[config.mk]
export PLATFORM = sky130hd
export DESIGN_NAME = hcbp_cmd_fifo
export DESIGN_NICKNAME = d
export VERILOG_FILES = /design/src/design/hcbp_pkg.sv /design/src/design/hcbp_cmd_fifo.sv
export SDC_FILE = /design/constraint.sdc
export NUM_CORES = 1
export LEC_CHECK = 0
export ABC_AREA = 1
export BUFFER_PORTS_ARGS = -buffer_cell sky130_fd_sc_hd__buf_4
export CORE_MARGIN = 2
export CORE_UTILIZATION = 55
export CTS_CLUSTER_DIAMETER = 50
export DETAILED_ROUTE_END_ITERATION = 7
export PLACE_DENSITY = 0.77
export SLEW_MARGIN = 20
export SYNTH_ARGS = -nofsm -noshare
export SYNTH_HDL_FRONTEND = slang
export SYNTH_SLANG_ARGS = --single-unit
[constraint.sdc]
create_clock -name i_clk -period 6.9 [get_ports i_clk]
set_clock_uncertainty 0.1 [all_clocks]
set_input_delay 1.38 -clock i_clk [delete_from_list [all_inputs] [get_ports i_clk]]
set_output_delay 1.38 -clock i_clk [all_outputs]
set_load 0.05 [all_outputs]
[src/design/hcbp_pkg.sv]
// hcbp_pkg: shared types and constants for the prefix-code bit packer
// no dependencies; used by every module of the block
package hcbp_pkg;

    localparam int CODE_W       = 32;
    localparam int LEN_W        = 6;
    localparam int SYM_W        = 8;
    localparam int BYTE_BITS    = 8;
    localparam int PEND_BITS    = 7;
    localparam int TOTAL_W      = 6;
    localparam int ACC_W        = CODE_W + PEND_BITS;
    localparam int TABLE_DEPTH  = 256;
    localparam int FIFO_DEPTH   = 4;
    localparam int MAX_CODE_LEN = 32;

    typedef enum logic [1:0] {
        FUNC_LOAD   = 2'd0,
        FUNC_ENCODE = 2'd1,
        FUNC_FLUSH  = 2'd2
    } t_func;

    typedef struct packed {
        logic              flush;
        logic [LEN_W-1:0]  len;
        logic [CODE_W-1:0] code;
    } t_cmd;

endpackage

[src/design/hcbp_cmd_fifo.sv]
// hcbp_cmd_fifo: short command queue between intake and packer
// depends on hcbp_pkg
module hcbp_cmd_fifo (
    input  logic           i_clk,
    input  logic           i_rst_n,
    input  logic           i_wr_valid,
    input  hcbp_pkg::t_cmd i_wr_cmd,
    output logic           o_full,
    output logic           o_rd_valid,
    output hcbp_pkg::t_cmd o_rd_cmd,
    input  logic           i_rd_pop
);

    localparam int IDX_W = $clog2(hcbp_pkg::FIFO_DEPTH);
    localparam int CNT_W = $clog2(hcbp_pkg::FIFO_DEPTH + 1);

    hcbp_pkg::t_cmd   r_mem [hcbp_pkg::FIFO_DEPTH];
    logic [IDX_W-1:0] r_wr_ptr;
    logic [IDX_W-1:0] r_rd_ptr;
    logic [CNT_W-1:0] r_count;

    logic do_wr;
    logic do_rd;

    always_comb begin
        o_full     = (r_count == CNT_W'(hcbp_pkg::FIFO_DEPTH));
        o_rd_valid = (r_count != '0);
        o_rd_cmd   = r_mem[r_rd_ptr];
        do_wr      = i_wr_valid && !o_full;
        do_rd      = i_rd_pop && o_rd_valid;
    end

    always_ff @(posedge i_clk) begin
        if (do_wr) begin
            r_mem[r_wr_ptr] <= i_wr_cmd;
        end
    end

    always_ff @(posedge i_clk) begin
        if (!i_rst_n) begin
            r_wr_ptr <= '0;
            r_rd_ptr <= '0;
            r_count  <= '0;
        end else begin
            if (do_wr) begin
                r_wr_ptr <= r_wr_ptr + IDX_W'(1);
            end
            if (do_rd) begin
                r_rd_ptr <= r_rd_ptr + IDX_W'(1);
            end
            case ({do_wr, do_rd})
                2'b10:   r_count <= r_count + CNT_W'(1);
                2'b01:   r_count <= r_count - CNT_W'(1);
                default: r_count <= r_count;
            endcase
        end
    end

endmodule

==> out/qor.csv <==
metric,value,unit
main flop type after synthesis,edfxtp_1,
# hold bufs at CTS,0,
CP required,5.42,ns
Max Clk Rate,265.6,MHz
"Buf+Inv Stages, Crit Path",2,
synth top area cells,"edfxtp_1 75%, o21ai_0 6.4%, nor2_1 5.3%, o22ai_1 3.9%, dfxtp_1 2.9%",
RSZ-0062 raised after global routing,false,
register area,4866,sq um
# diodes,0,
post-CTS setup buffer count,0,
grt total ovfl,0,
Crit Path Category,flop to output port,
final setup fails,0,
fin crit share,54.56,%
initial antenna violation count,0,
clk root buf,clkbuf_16,
"Power, Total",3.071,mW
critical path's most frequent cell,buf_4,
pre-CTS WS,3.564,ns
Rel. slew slack,50.70,%
DP HPWL,6.980,mm
"Critical Path, Cell by Cell",buf_4 > o21ai_0 > o22ai_1 > buf_4,
CTS resizes,0,
HP Class,flop to flop,
row count,38,
largest stage delay on the critical path,0.67,ns
"flops & latches, synth",165,
final core occ,68.41,%
die width,110.8,microns
largest net degree at the start of global routing,79,
Fin Setup TNS,0,ns
clock sink count,165,
First DRT Iteration DRCs,260,
setup ws final,3.135,ns
Routed WL per cell,17.71,microns
yosys warns,0,
leak pwr,2.687,nW
Max-cap violations,0,
crit end category,output port,
number of fill cells,764,
Core Box Area,10980,sq um
post-synthesis instance area,6270,sq um
cell taking the most area after synthesis,edfxtp_1,
CTS tree,yes,
vias in the first global route,3841,
Crit path max-delay family,buffers and inverters,
sequential area share after synthesis,77.59,%
Longest Clk Path Bufs,2,
Post-Route WL,12.10,mm
Clock transition at path regs,0.06,ns
Num CTS Buffers,17,
via count,3854,
routability congestion estimate from global placement,0.7568,
Tightest Pin Transition,0.7395,ns
IO buf count,83,
first-pass GRT wire length,19.10,mm
Layout area overhead,19.84,%
# DRC,0,
layout cell share with drive strength beyond 1,23.39,%
Tot GR Track Use,19.98,%
Worst VDD drop,0.2014,mV
outcome,completed,
synthesized area per cell,14.03,sq um
footprint of the multi-input gates,1196,sq um
WP data arrival,2.28,ns
H-Tree Depth,4,
Die ar.,12270,sq um
most frequent cell after synthesis,edfxtp_1,
drt pass-1 iters,5,
Die Span Y,110.8,microns
post-synthesis cell count,447,
CP max FO,50,
asr flop ratio synth,0,%
crit start category,flop,
"Slew Viols, Final",0,
Pwr Density,408.7,nW/um^2
vias per cell,5.643,
Initial Utilization,57.09,%
ANT nets after route,0,
synth unique cells,19,
Yosys top cell area share,74.72,%
Worst-Skew Late Latency,0.41,ns
Nets,579,
CP max stage cell,dfxtp_2,
Final min period,3.765,ns
Post-synth EDFFs,156,
Mapped Nets,496,
IO Count,84,
most frequent cells after synthesis,"156 x edfxtp_1, 88 x nor2_1, 80 x o21ai_0",
Final Hold Fails,0,
-- layout by cell type (no fill, tap or decap), types with 5 or more instances in the layout --
master	count
ha_1	5
nor2_1	84
a21oi_1	5
o22ai_1	39
o21ai_0	80
nand3_1	5
edfxtp_1	156
clkbuf_16	17
buf_4	89
inv_1	17
nand2_1	14
dfxtp_1	8
-- per-layer routing --
metal	global-route usage (%)	vias to the layer above	part of all wire, %
li1	-	1815	-
met1	25.65	1891	42
met2	32.72	134	51
met3	6.014	14	6.2
met4	6.917	0	0.96
met5	0	-	0
-- path summary, 6_finish.rpt --
| kind | depth (start not counted) | slack [ns] | end | startpoint |
|---|---|---|---|---|
| worst min-delay path | 2 | 0.43 | r_wr_ptr[0]$_SDFFE_PN0P_ | r_wr_ptr[0]$_SDFFE_PN0P_ |
| worst max register to register | 5 | 4.66 | r_mem[3][26]$_DFFE_PP_ | r_count[1]$_SDFFE_PN0P_ |
| worst max-delay path | 4 | 3.14 | o_rd_cmd[23] | flop |
| worst min register to register | 2 | 0.43 | r_wr_ptr[0]$_SDFFE_PN0P_ | r_wr_ptr[0]$_SDFFE_PN0P_ |
-- where the power goes --
group	internal, mW	total (mW)	switching (mW)
Combinational	0.267	1.00	0.735
Clock	0.463	0.837	0.375
Sequential	1.19	1.23	0.0400
Total	1.92	3.07	1.15
-- through the flow --
step                area [sq um]  hold slack (ns)  instances
floorplan                   6270           0.3621        447
global placement            6979           0.3824        651
detailed placement          6979           0.4164        651
CTS                         7513           0.4226        683
global route                7513           0.4686        683
finish                      7513           0.4295        683
-- worst reg2reg max path, cell delays in order (launching register included) --
cell,delay (ns)
dfxtp_1,0.35
nor2_1,0.07
nand2_1,0.14
nand2_2,0.20
nor2_4,0.55
buf_4,0.47
-- final cells by class --
type | count | area share (%)
well taps | 140 | 2.331
multi-input cells | 238 | 15.92
repair buffers | 89 | 8.893
clock buffers | 18 | 5.712
clock inverters | 14 | 1.399
inverters | 19 | 0.9825
flip-flops and latches | 165 | 64.76
-- kinds of logic after synthesis --
family | count (synthesis) | synth area share, %
adder cells (fa/ha/maj) | 6 | 1.317
buffers and inverters | 44 | 3.811
AND/OR/NAND/NOR | 108 | 6.606
AO/OA/AOI/OAI | 124 | 10.68
flip-flops | 165 | 77.59
-- flip-flops by register name, summed over array words and instances, names as in the netlist, named ones only --
| signal | cells |
|---|---|
| r_wr_ptr | 2 |
| r_count | 3 |
| r_mem | 156 |
| r_rd_ptr | 2 |
No activity file was read; power rests on OpenSTA's default activity.
