## src/design/hcbp_pkg.sv

```systemverilog
// hcbp_pkg: shared types and constants for the prefix-code bit packer
// no dependencies; used by every module of the block
package hcbp_pkg;

    localparam int CODE_W       = 32;
    localparam int LEN_W        = 6;
    localparam int SYM_W        = 8;
    localparam int BYTE_BITS    = 8;
    localparam int PEND_BITS    = 7;
    localparam int TOTAL_W      = 6;
    localparam int ACC_W        = CODE_W + PEND_BITS;
    localparam int TABLE_DEPTH  = 256;
    localparam int FIFO_DEPTH   = 4;
    localparam int MAX_CODE_LEN = 32;

    typedef enum logic [1:0] {
        FUNC_LOAD   = 2'd0,
        FUNC_ENCODE = 2'd1,
        FUNC_FLUSH  = 2'd2
    } t_func;

    typedef struct packed {
        logic              flush;
        logic [LEN_W-1:0]  len;
        logic [CODE_W-1:0] code;
    } t_cmd;

endpackage

```

## src/design/hcbp_back.sv

```systemverilog
// hcbp_back: bit packer, one byte per cycle while the output byte is not held unpopped, with the output register
// depends on hcbp_pkg; reads commands from hcbp_cmd_fifo
module hcbp_back (
    input  logic                          i_clk,
    input  logic                          i_rst_n,
    input  logic                          i_cmd_valid,
    input  hcbp_pkg::t_cmd                i_cmd,
    output logic                          o_cmd_pop,
    output logic                          o_out_valid,
    output logic [hcbp_pkg::BYTE_BITS-1:0] o_out_byte,
    output logic                          o_out_last,
    input  logic                          i_pop
);

    logic [hcbp_pkg::ACC_W-1:0]     r_acc;
    logic [hcbp_pkg::TOTAL_W-1:0]   r_total;
    logic                           r_out_valid;
    logic [hcbp_pkg::BYTE_BITS-1:0] r_out_byte;
    logic                           r_out_last;

    logic [hcbp_pkg::ACC_W-1:0]     n_acc;
    logic [hcbp_pkg::TOTAL_W-1:0]   n_total;
    logic                           n_out_valid;
    logic [hcbp_pkg::BYTE_BITS-1:0] n_out_byte;
    logic                           n_out_last;

    logic                           out_ready;
    logic [hcbp_pkg::PEND_BITS-1:0] pend;
    logic [hcbp_pkg::CODE_W-1:0]    code_m;

    always_comb begin
        out_ready = !r_out_valid || i_pop;
        pend   = r_acc[hcbp_pkg::PEND_BITS-1:0]
               & ~({hcbp_pkg::PEND_BITS{1'b1}} << r_total[2:0]);
        code_m = i_cmd.code & ~({hcbp_pkg::CODE_W{1'b1}} << i_cmd.len);

        o_cmd_pop   = 1'b0;
        n_acc       = r_acc;
        n_total     = r_total;
        n_out_valid = r_out_valid && !i_pop;
        n_out_byte  = r_out_byte;
        n_out_last  = r_out_last;

        if (r_total >= hcbp_pkg::TOTAL_W'(hcbp_pkg::BYTE_BITS)) begin
            if (out_ready) begin
                n_total     = r_total - hcbp_pkg::TOTAL_W'(hcbp_pkg::BYTE_BITS);
                n_out_valid = 1'b1;
                n_out_byte  = hcbp_pkg::BYTE_BITS'(r_acc >> n_total);
                n_out_last  = (n_total < hcbp_pkg::TOTAL_W'(hcbp_pkg::BYTE_BITS));
            end
        end else if (i_cmd_valid) begin
            if (i_cmd.flush) begin
                if (r_total == '0) begin
                    o_cmd_pop = 1'b1;
                end else if (out_ready) begin
                    o_cmd_pop   = 1'b1;
                    n_total     = '0;
                    n_out_valid = 1'b1;
                    n_out_byte  = hcbp_pkg::BYTE_BITS'({pend, 1'b0}
                                  << (3'(hcbp_pkg::PEND_BITS) - r_total[2:0]));
                    n_out_last  = 1'b1;
                end
            end else begin
                o_cmd_pop = 1'b1;
                n_acc     = (hcbp_pkg::ACC_W'(pend) << i_cmd.len)
                          | hcbp_pkg::ACC_W'(code_m);
                n_total   = r_total + i_cmd.len;
            end
        end
    end

    always_ff @(posedge i_clk) begin
        r_acc      <= n_acc;
        r_out_byte <= n_out_byte;
        r_out_last <= n_out_last;
        if (!i_rst_n) begin
            r_total     <= '0;
            r_out_valid <= 1'b0;
        end else begin
            r_total     <= n_total;
            r_out_valid <= n_out_valid;
        end
    end

    assign o_out_valid = r_out_valid;
    assign o_out_byte  = r_out_byte;
    assign o_out_last  = r_out_last;

endmodule

```

## config.mk

```make
export PLATFORM = sky130hd
export DESIGN_NAME = hcbp_back
export DESIGN_NICKNAME = d
export VERILOG_FILES = /design/src/design/hcbp_pkg.sv /design/src/design/hcbp_back.sv
export SDC_FILE = /design/constraint.sdc
export NUM_CORES = 1
export LEC_CHECK = 0
export BUFFER_PORTS_ARGS = -buffer_cell sky130_fd_sc_hd__buf_2
export CORE_ASPECT_RATIO = 0.9
export CORE_UTILIZATION = 55
export DETAILED_ROUTE_END_ITERATION = 8
export HOLD_SLACK_MARGIN = 0.06
export PLACE_DENSITY = 0.86
export SLEW_MARGIN = 20
export SYNTH_ARGS = -nofsm -noshare
export SYNTH_HDL_FRONTEND = slang
export SYNTH_SLANG_ARGS = --single-unit
```

## constraint.sdc

```tcl
create_clock -name i_clk -period 11.38 [get_ports i_clk]
set_input_delay 2.276 -clock i_clk [delete_from_list [all_inputs] [get_ports i_clk]]
set_output_delay 2.276 -clock i_clk [all_outputs]
set_load 0.01 [all_outputs]
```

==> results of run 1 <==
## sequential cells by signal, summed over array words and instances, names as in the netlist
register / cells
r_total: 6
o_out_byte: 8
r_acc: 39
o_out_last: 1
o_out_valid: 1
## cell families (layout without fill, tap and decap cells)
| kind of cell | Yosys count | in the layout | synth area share, % |
|---|---|---|---|
| AO/OA/AOI/OAI | 179 | 179 | 23.5 |
| XOR/XNOR | 4 | 4 | 0.670 |
| adder cells (fa/ha/maj) | 8 | 8 | 2.06 |
| buffers and inverters | 56 | 76 | 6.05 |
| flip-flops | 55 | 55 | 30.2 |
| multiplexers | 71 | 71 | 23.1 |
| AND/OR/NAND/NOR | 150 | 150 | 14.3 |
## final timing paths
kind	startpoint	endpoint	slack, ns	depth (start not counted)
setup reg to reg	r_total[3]$_SDFFE_PN0P_	o_out_byte[4]$_DFFE_PP_	7.59	7
hold reg to reg	o_out_valid$_SDFF_PN0_	o_out_valid$_SDFF_PN0_	0.61	2
setup / recovery	i_pop	o_cmd_pop	6.13	5
hold / removal	o_out_valid$_SDFF_PN0_	o_out_valid$_SDFF_PN0_	0.61	2
## critical path, cell delays in order
cell     delay (ns)
buf_2          0.10
nor2b_1        0.19
nand3_1        0.10
and3_1         0.18
buf_2          0.13
## final cells by class
cell class | instances | area share, %
Sequential cell | 55 | 28.7
Clock buffer | 5 | 1.25
Timing Repair Buffer | 57 | 5.35
Multi-Input combinational cell | 412 | 60.5
Tap cell | 122 | 2.77
Clock inverter | 3 | 0.612
Inverter | 11 | 0.748
## cells in the final DEF (no fill, tap or decap), drive strengths merged, types with 3 or more instances in the layout
cell type / count
nor2: 31
nand4: 6
xor2: 3
o21bai: 3
o221ai: 6
mux2i: 21
a211oi: 9
a22oi: 6
a221o: 3
or2: 5
dfxtp: 7
nand2: 50
ha: 7
clkinv: 4
nor3: 11
o21a: 3
buf: 57
mux4: 37
o22ai: 19
nor2b: 6
a32oi: 3
nand2b: 7
o211ai: 10
nand3: 13
a21oi: 19
or3: 6
a311oi: 3
edfxtp: 48
clkbuf: 5
a21boi: 4
mux2: 13
o31ai: 11
o21ai: 54
and2: 4
and3: 4
inv: 10
o2111ai: 3
## metal layers
layer / part of all wire (%) / vias up
li1: - / 2131
met1: 41 / 2241
met2: 45 / 344
met3: 9.8 / 42
met4: 3.7 / 0
met5: 0 / -
## power by group through the flow
stage / clock network [mW] / registers [mW] / logic, mW
after CTS: 0.120 / 0.322 / 0.462
after detailed placement: 0 / 0.327 / 0.460
after global placement: 0 / 0.323 / 0.449
after global routing: 0.130 / 0.328 / 0.507
after floorplan: 0 / 0.320 / 0.357
final: 0.120 / 0.324 / 0.470
## per-stage QoR
| stage | std cells | instance area [µm²] | setup WS [ns] | power [mW] |
|---|---|---|---|---|
| 2_1_floorplan | 523 | 5230 | 5.99 | 0.677 |
| 6_report | 665 | 5520 | 6.13 | 0.914 |
| 4_1_cts | 665 | 5520 | 6.11 | 0.904 |
| 3_5_place_dp | 657 | 5410 | 6.11 | 0.787 |
| 5_1_grt | 665 | 5520 | 6.03 | 0.964 |
| 3_3_place_gp | 657 | 5410 | 6.16 | 0.772 |
==> results.json, run 1 <==
{
  "drive_above_1_share_pct": 24.5,
  "start_kind": "input pin",
  "slew_headroom_pct": 42.3,
  "grt_pass1_wl_um": 23200,
  "timing.final.crit_period_ns": 5.25,
  "setup_viol": 0,
  "cts_max_level": 2,
  "finClkSkew_ns": 0.0283,
  "hold_ws_ns": 0.606,
  "synth_edf_count": 48,
  "yosysSeqAreaShare_pct": 30.2,
  "vdd_drop_max_v": 0.000107,
  "io_pins": 54,
  "rsz0062_at_grt": "no",
  "ys_seq_elements": 55,
  "critPathKind": "input pin to output port",
  "synth_ff_type": "edfxtp_1",
  "power_frac_clock_pct": 13.1,
  "outcome": "finished, final reports clean",
  "arrival_ns": 2.98,
  "met2_usage_pct": 47.2,
  "synth_warnings": 0,
  "power_frac_seq_pct": 35.4,
  "areaGrowthSynthToFinish_pct": 5.50,
  "combPwrFrac_pct": 51.5,
  "clkTransAtPathRegs_ns": 0.13,
  "numCtsBuffers": 5,
  "grt_pass1_vias": 4458,
  "grt_max_degree": 68,
  "seqCellArea_um2": 1590,
  "drv_slew": 0,
  "swShare_pct": 43.0,
  "synth_top_area_share_pct": 27.6,
  "cp.required_ns": 9.10,
  "synth_nets": 574,
  "multiInputGateArea_um2": 3340,
  "drv_cap": 0,
  "cts.sinks": 55,
  "drt_iter0_drc": 620,
  "hp-class": "flip-flop to flip-flop",
  "antenna_cells": 0,
  "via_per_inst": 7.15,
  "die_area_um2": 9900,
  "rows": 33,
  "netlist_top_cells_count": "50 x o21ai_0, 49 x nand2_1, 48 x edfxtp_1",
  "end_kind": "output port",
  "overflow": 0,
  "worst_slew_pin_slew_ns": 0.865,
  "die_width_um": 105,
  "intPower_mw": 0.521,
  "synthArstFlopShare_pct": 0,
  "fmax_mhz": 190,
  "gr-usage-met3_pct": 4.69,
  "synthTopCellsByArea": "edfxtp_1 28%, mux4_2 15%, o21ai_0 4.8%",
  "path_max_fanout": 3,
  "clockRootBuffer": "clkbuf_8",
  "hold_violations": 0,
  "via_count": 4758,
  "fin_util_pct": 60.2,
  "hpwlAfterDp_um": 10700,
  "busiest_layer": "met2",
  "antenna_found_initial": 0,
  "cts_hold_buffers": 0,
  "drtPass1Iterations": 6,
  "antenna_left": 0,
  "grtUsageMet1_pct": 41.4,
  "post_cts_resized": 0,
  "final.period_utilization_pct": 46.2,
  "yosysMostFrequentCell": "o21ai_0",
  "syn_avg_cell_area_um2": 10.0,
  "p_switching_mw": 0.393,
  "track_usage_pct": 30.1,
  "fillers": 784,
  "wl_per_cell_um": 21.9,
  "tritoncts": "yes",
  "drc": 0,
  "place.gp.congestion": 0.964,
  "initial_core_util_pct": 57.0,
  "core_area_um2": 9170,
  "clockBufferDepth": 2,
  "synth_cell_types": 75,
  "power_density_nw_per_um2": 166,
  "die_h_um": 94.5,
  "syn_inst": 523,
  "finalSetupTns_ns": 0,
  "totalWireLength_um": 14600,
  "post-synth-top-area-cell": "edfxtp_1",
  "cellLeakagePower_nw": 1.80,
  "nNetsFinal": 593,
  "clk_latency_ns": 0.33,
  "cts_setup_buffers": 0,
  "syn-cell-area_um2": 5230,
  "portBuffers": 53
}
Note: power is estimated with default switching activity, not from simulation.
==> inputs of run 2 (changes only) <==
--- a/config.mk
+++ b/config.mk
@@ -10,7 +10,7 @@
 export CORE_UTILIZATION = 55
 export DETAILED_ROUTE_END_ITERATION = 8
 export HOLD_SLACK_MARGIN = 0.06
-export PLACE_DENSITY = 0.86
+export PLACE_DENSITY = 0.89
 export SLEW_MARGIN = 20
 export SYNTH_ARGS = -nofsm -noshare
 export SYNTH_HDL_FRONTEND = slang
==> constraint.sdc (replaced) <==
create_clock -name i_clk -period 4.65 [get_ports i_clk]
set_input_delay 0.93 -clock i_clk [delete_from_list [all_inputs] [get_ports i_clk]]
set_output_delay 0.93 -clock i_clk [all_outputs]
set_load 0.01 [all_outputs]
==> results.json, run 2 (synthesis gave the netlist of run 1 again) <==
{
  "drc": 0,
  "vdd_drop_max_v": 0.000295,
  "die_width_um": 105,
  "slew_headroom_pct": 35.9,
  "track_usage_pct": 30.4,
  "drv_cap": 0,
  "fin_cells": 665,
  "path_cells": "clkinv_1, ha_1, nor2b_1, nand2_1, o22ai_1, a211oi_1, a221o_1",
  "critical_path_buf_inv_count": 1,
  "max_stage_delay_ns": 0.88,
  "areaGrowthSynthToFinish_pct": 5.46,
  "cts_max_level": 2,
  "power_frac_clock_pct": 13.2,
  "overflow": 0,
  "gr-usage-met3_pct": 4.14,
  "p_switching_mw": 0.972,
  "r2r_end": "o_out_byte[4]$_DFFE_PP_",
  "regMostFlops": "r_acc",
  "portBuffers": 53,
  "rows": 33,
  "place.gp.congestion": 1.08,
  "via_count": 4821,
  "path_delay_family": "adder cells",
  "grt_pass1_wl_um": 23300,
  "largest_reg_flops": 39,
  "hold_violations": 0,
  "met2_usage_pct": 47.5,
  "clockBufferDepth": 2,
  "dp_cells": 657,
  "outcome": "finished, final reports clean",
  "via_per_inst": 7.25,
  "clkTransAtPathRegs_ns": 0.11,
  "crit_slowest_cell": "ha_1",
  "hold_depth": 2,
  "finClkSkew_ns": 0.00845,
  "antenna_found_initial": 0,
  "clk_latency_ns": 0.32,
  "mostFrequentLayoutCells": "53 x buf_2, 50 x o21ai_0, 49 x nand2_1",
  "end_kind": "flip-flop",
  "min-delay-start": "o_out_valid$_SDFF_PN0_",
  "power_frac_seq_pct": 36.9,
  "finalSetupTns_ns": 0,
  "setup_viol": 0,
  "combPwrFrac_pct": 49.9,
  "final.period_utilization_pct": 75.0,
  "drtPass1Iterations": 5,
  "drive_above_1_share_pct": 24.5,
  "path_max_fanout": 21,
  "cellLeakagePower_nw": 1.80,
  "initial_core_util_pct": 57.0,
  "cts_setup_buffers": 0,
  "core_area_um2": 9170,
  "hpwlAfterDp_um": 11100,
  "tritoncts": "yes",
  "antenna_left": 0,
  "power_density_nw_per_um2": 408,
  "grt_pass1_vias": 4370,
  "post_cts_resized": 0,
  "clockRootBuffer": "clkbuf_8",
  "arrival_ns": 3.56,
  "grt_max_degree": 43,
  "reg2reg_depth": 7,
  "busiest_layer": "met2",
  "cts.sinks": 55,
  "r2r_start": "r_total[3]$_SDFFE_PN0P_",
  "start_kind": "flip-flop",
  "r2r_setup_slack_ns": 1.16,
  "timing.final.crit_period_ns": 3.49,
  "io_pins": 54,
  "drv_slew": 0,
  "final_common_cell": "buf_2",
  "cp.required_ns": 4.72,
  "totalWireLength_um": 14800,
  "die_area_um2": 9900,
  "intPower_mw": 1.28,
  "worst_slew_pin_slew_ns": 0.962,
  "numCtsBuffers": 5,
  "antenna_cells": 0,
  "critPathKind": "flip-flop to flip-flop",
  "grtUsageMet1_pct": 42.8,
  "swShare_pct": 43.2,
  "wl_per_cell_um": 22.2,
  "hp-class": "flip-flop to flip-flop",
  "die_h_um": 94.5,
  "nNetsFinal": 593,
  "rsz0062_at_grt": "no",
  "drt_iter0_drc": 565,
  "fmax_mhz": 287,
  "whs_endpoint": "o_out_valid$_SDFF_PN0_",
  "cts_hold_buffers": 0
}
run 2: final cells by class:
cell class              instances  area (µm²)
clock inverters                 3        31.3
clock buffers                   5        68.8
flip-flops and latches         55        1590
well taps                     122         153
fillers                       774        3650
inverters                      11        41.3
multi-input cells             412        3340
repair buffers                 57         295
run 2: how the worst max path moves through the flow:
stage,from,end,slack (ns),cells past startpoint
CTS,r_total[3]$_SDFFE_PN0P_,o_out_byte[4]$_DFFE_PP_,1.25,7
global route,r_total[3]$_SDFFE_PN0P_,o_out_byte[4]$_DFFE_PP_,0.97,7
detailed placement,r_total[3]$_SDFFE_PN0P_,o_out_byte[4]$_DFFE_PP_,1.27,7
global placement,r_total[3]$_SDFFE_PN0P_,o_out_byte[4]$_DFFE_PP_,1.37,7
finish,r_total[3]$_SDFFE_PN0P_,o_out_byte[4]$_DFFE_PP_,1.16,7
floorplan,i_cmd[38],r_total[4]$_SDFFE_PN0P_,0.61,4
run 2: worst register-to-register path, stage by stage (launching register included):
cell	delay, ns
dfxtp_1	0.79
clkinv_1	0.48
ha_1	0.88
nor2b_1	0.29
nand2_1	0.14
o22ai_1	0.22
a211oi_1	0.06
a221o_1	0.37
run 2: routing by layer:
layer  routed length (µm)  up-vias
met3                 1550       49
li1                     -     2128
met2                 6620      353
met1                 5990     2291
met4                  589        0
met5                    0        -
run 2: power groups by stage:
stage | logic (mW) | clock network [mW] | registers (mW)
after floorplan | 0.874 | 0 | 0.782
after global placement | 1.08 | 0 | 0.826
after detailed placement | 1.10 | 0 | 0.837
after CTS | 1.10 | 0.299 | 0.825
after global routing | 1.20 | 0.318 | 0.844
final | 1.12 | 0.297 | 0.828
run 2: stage by stage:
step                      setup slack [ns]  total power, mW  instance area, µm²  util [%]  hold WS [ns]
after floorplan                      0.608             1.66                5230         -         0.555
after global placement                1.37             1.91                5410      59.1         0.543
after detailed placement              1.27             1.93                5410      59.1         0.565
after CTS                             1.25             2.23                5510      60.2         0.585
after global routing                 0.968             2.36                5510      60.2         0.619
final                                 1.16             2.25                5510      60.2         0.577
==> inputs of run 3 (changes only) <==
--- a/config.mk
+++ b/config.mk
@@ -10,7 +10,7 @@
 export CORE_UTILIZATION = 55
 export DETAILED_ROUTE_END_ITERATION = 8
 export HOLD_SLACK_MARGIN = 0.06
-export PLACE_DENSITY = 0.89
+export PLACE_DENSITY = 0.86
 export SLEW_MARGIN = 20
 export SYNTH_ARGS = -nofsm -noshare
 export SYNTH_HDL_FRONTEND = slang
==> constraint.sdc (replaced) <==
create_clock -name i_clk -period 3.5 [get_ports i_clk]
set_input_delay 0.7 -clock i_clk [delete_from_list [all_inputs] [get_ports i_clk]]
set_output_delay 0.7 -clock i_clk [all_outputs]
set_load 0.01 [all_outputs]
==> results.json, run 3 (synthesis gave the netlist of run 1 again) <==
{
  "regMostFlops": "r_acc",
  "path_max_fanout": 34,
  "gr-usage-met3_pct": 4.90,
  "end_kind": "output port",
  "fmax_mhz": 332,
  "crit_start": "r_total[0]$_SDFFE_PN0P_",
  "via_per_inst": 7.17,
  "r2r_start": "r_total[0]$_SDFFE_PN0P_",
  "hpwlAfterDp_um": 11400,
  "cts_setup_buffers": 0,
  "busiest_layer": "met2",
  "grt_max_degree": 40,
  "outcome": "finished, final reports clean",
  "cts_hold_buffers": 0,
  "portBuffers": 53,
  "drtPass1Iterations": 5,
  "place.gp.congestion": 1.00,
  "clockBufferDepth": 2,
  "cts.sinks": 55,
  "power_density_nw_per_um2": 545,
  "track_usage_pct": 31.4,
  "core_area_um2": 9170,
  "final.period_utilization_pct": 85.9,
  "post_cts_resized": 0,
  "via_count": 4818,
  "rsz0062_at_grt": "no",
  "timing.final.crit_period_ns": 3.01,
  "finalSetupTns_ns": 0,
  "drv_cap": 0,
  "drc": 0,
  "slew_headroom_pct": 45.4,
  "drv_slew": 0,
  "grt_pass1_wl_um": 24200,
  "start_kind": "flip-flop",
  "wl_per_cell_um": 22.4,
  "tritoncts": "yes",
  "finClkSkew_ns": 0.0156,
  "fillers": 807,
  "cts_max_level": 2,
  "die_area_um2": 9900,
  "drive_above_1_share_pct": 25.5,
  "fin_util_pct": 60.7,
  "mostFrequentLayoutCells": "53 x buf_2, 50 x o21ai_0, 49 x nand2_1",
  "initial_core_util_pct": 57.0,
  "grtUsageMet1_pct": 42.6,
  "antenna_left": 0,
  "grt_pass1_vias": 4506,
  "multiInputGateArea_um2": 3340,
  "antenna_found_initial": 0,
  "antenna_cells": 0,
  "overflow": 0,
  "clockRootBuffer": "clkbuf_8",
  "clkTransAtPathRegs_ns": 0.12,
  "final_common_cell": "buf_2",
  "hold_violations": 0,
  "io_pins": 54,
  "nNetsFinal": 600,
  "vdd_drop_max_v": 0.000313,
  "die_h_um": 94.5,
  "rows": 33,
  "seqCellArea_um2": 1590,
  "cp.required_ns": 2.80,
  "numCtsBuffers": 5,
  "clk_latency_ns": 0.32,
  "setup_viol": 0,
  "met2_usage_pct": 51.9,
  "totalWireLength_um": 15100,
  "drt_iter0_drc": 461,
  "cellLeakagePower_nw": 1.84,
  "hp-class": "flip-flop to flip-flop",
  "arrival_ns": 2.31,
  "die_width_um": 105,
  "min-delay-start": "o_out_valid$_SDFF_PN0_",
  "worst_slew_pin_slew_ns": 0.815,
  "areaGrowthSynthToFinish_pct": 6.46,
  "critPathKind": "flip-flop to output port",
  "largest_reg_flops": 39
}
[run 3: worst paths after layout]
| check | to | slack [ns] | depth (start not counted) |
|---|---|---|---|
| hold reg to reg | o_out_valid$_SDFF_PN0_ | 0.60 | 2 |
| setup reg to reg | o_out_byte[5]$_DFFE_PP_ | 0.70 | 5 |
| setup / recovery | o_cmd_pop | 0.49 | 5 |
| hold / removal | o_out_valid$_SDFF_PN0_ | 0.60 | 2 |
[run 3: per-layer routing]
layer  up-vias  wire (µm)
li1       2146          -
met3        39       1390
met2       330       6850
met5         -          0
met4         0        469
met1      2303       6360
[run 3: layout make-up]
class	count	area share, %
clock inverter	3	0.562
tap	122	2.74
clock buffer	5	1.24
sequential	55	28.5
multi-input combinational	412	60.0
inverter	11	0.742
timing repair buffer	64	6.25
[run 3: power by group]
part | internal, mW | switching (mW) | total, mW
logic | 0.645 | 0.891 | 1.54
clock network | 0.153 | 0.253 | 0.407
registers | 0.917 | 0.171 | 1.09
[run 3: worst max-delay path, stage by stage, from the launching register on]
cell     delay [ns]
dfxtp_2        0.84
buf_4          0.38
nor4b_4        0.10
nor2_1         0.32
and3_1         0.21
buf_2          0.13
[run 3: stage by stage]
stage	instances	hold WS, ns	cell area [µm²]	power [mW]	setup WS [ns]
after CTS	672	0.594	5570	3.00	0.532
after floorplan	523	0.555	5240	2.20	0.471
after detailed placement	664	0.576	5470	2.61	0.716
after global routing	672	0.615	5570	3.19	0.342
final	672	0.596	5570	3.03	0.492
after global placement	664	0.556	5470	2.58	0.864
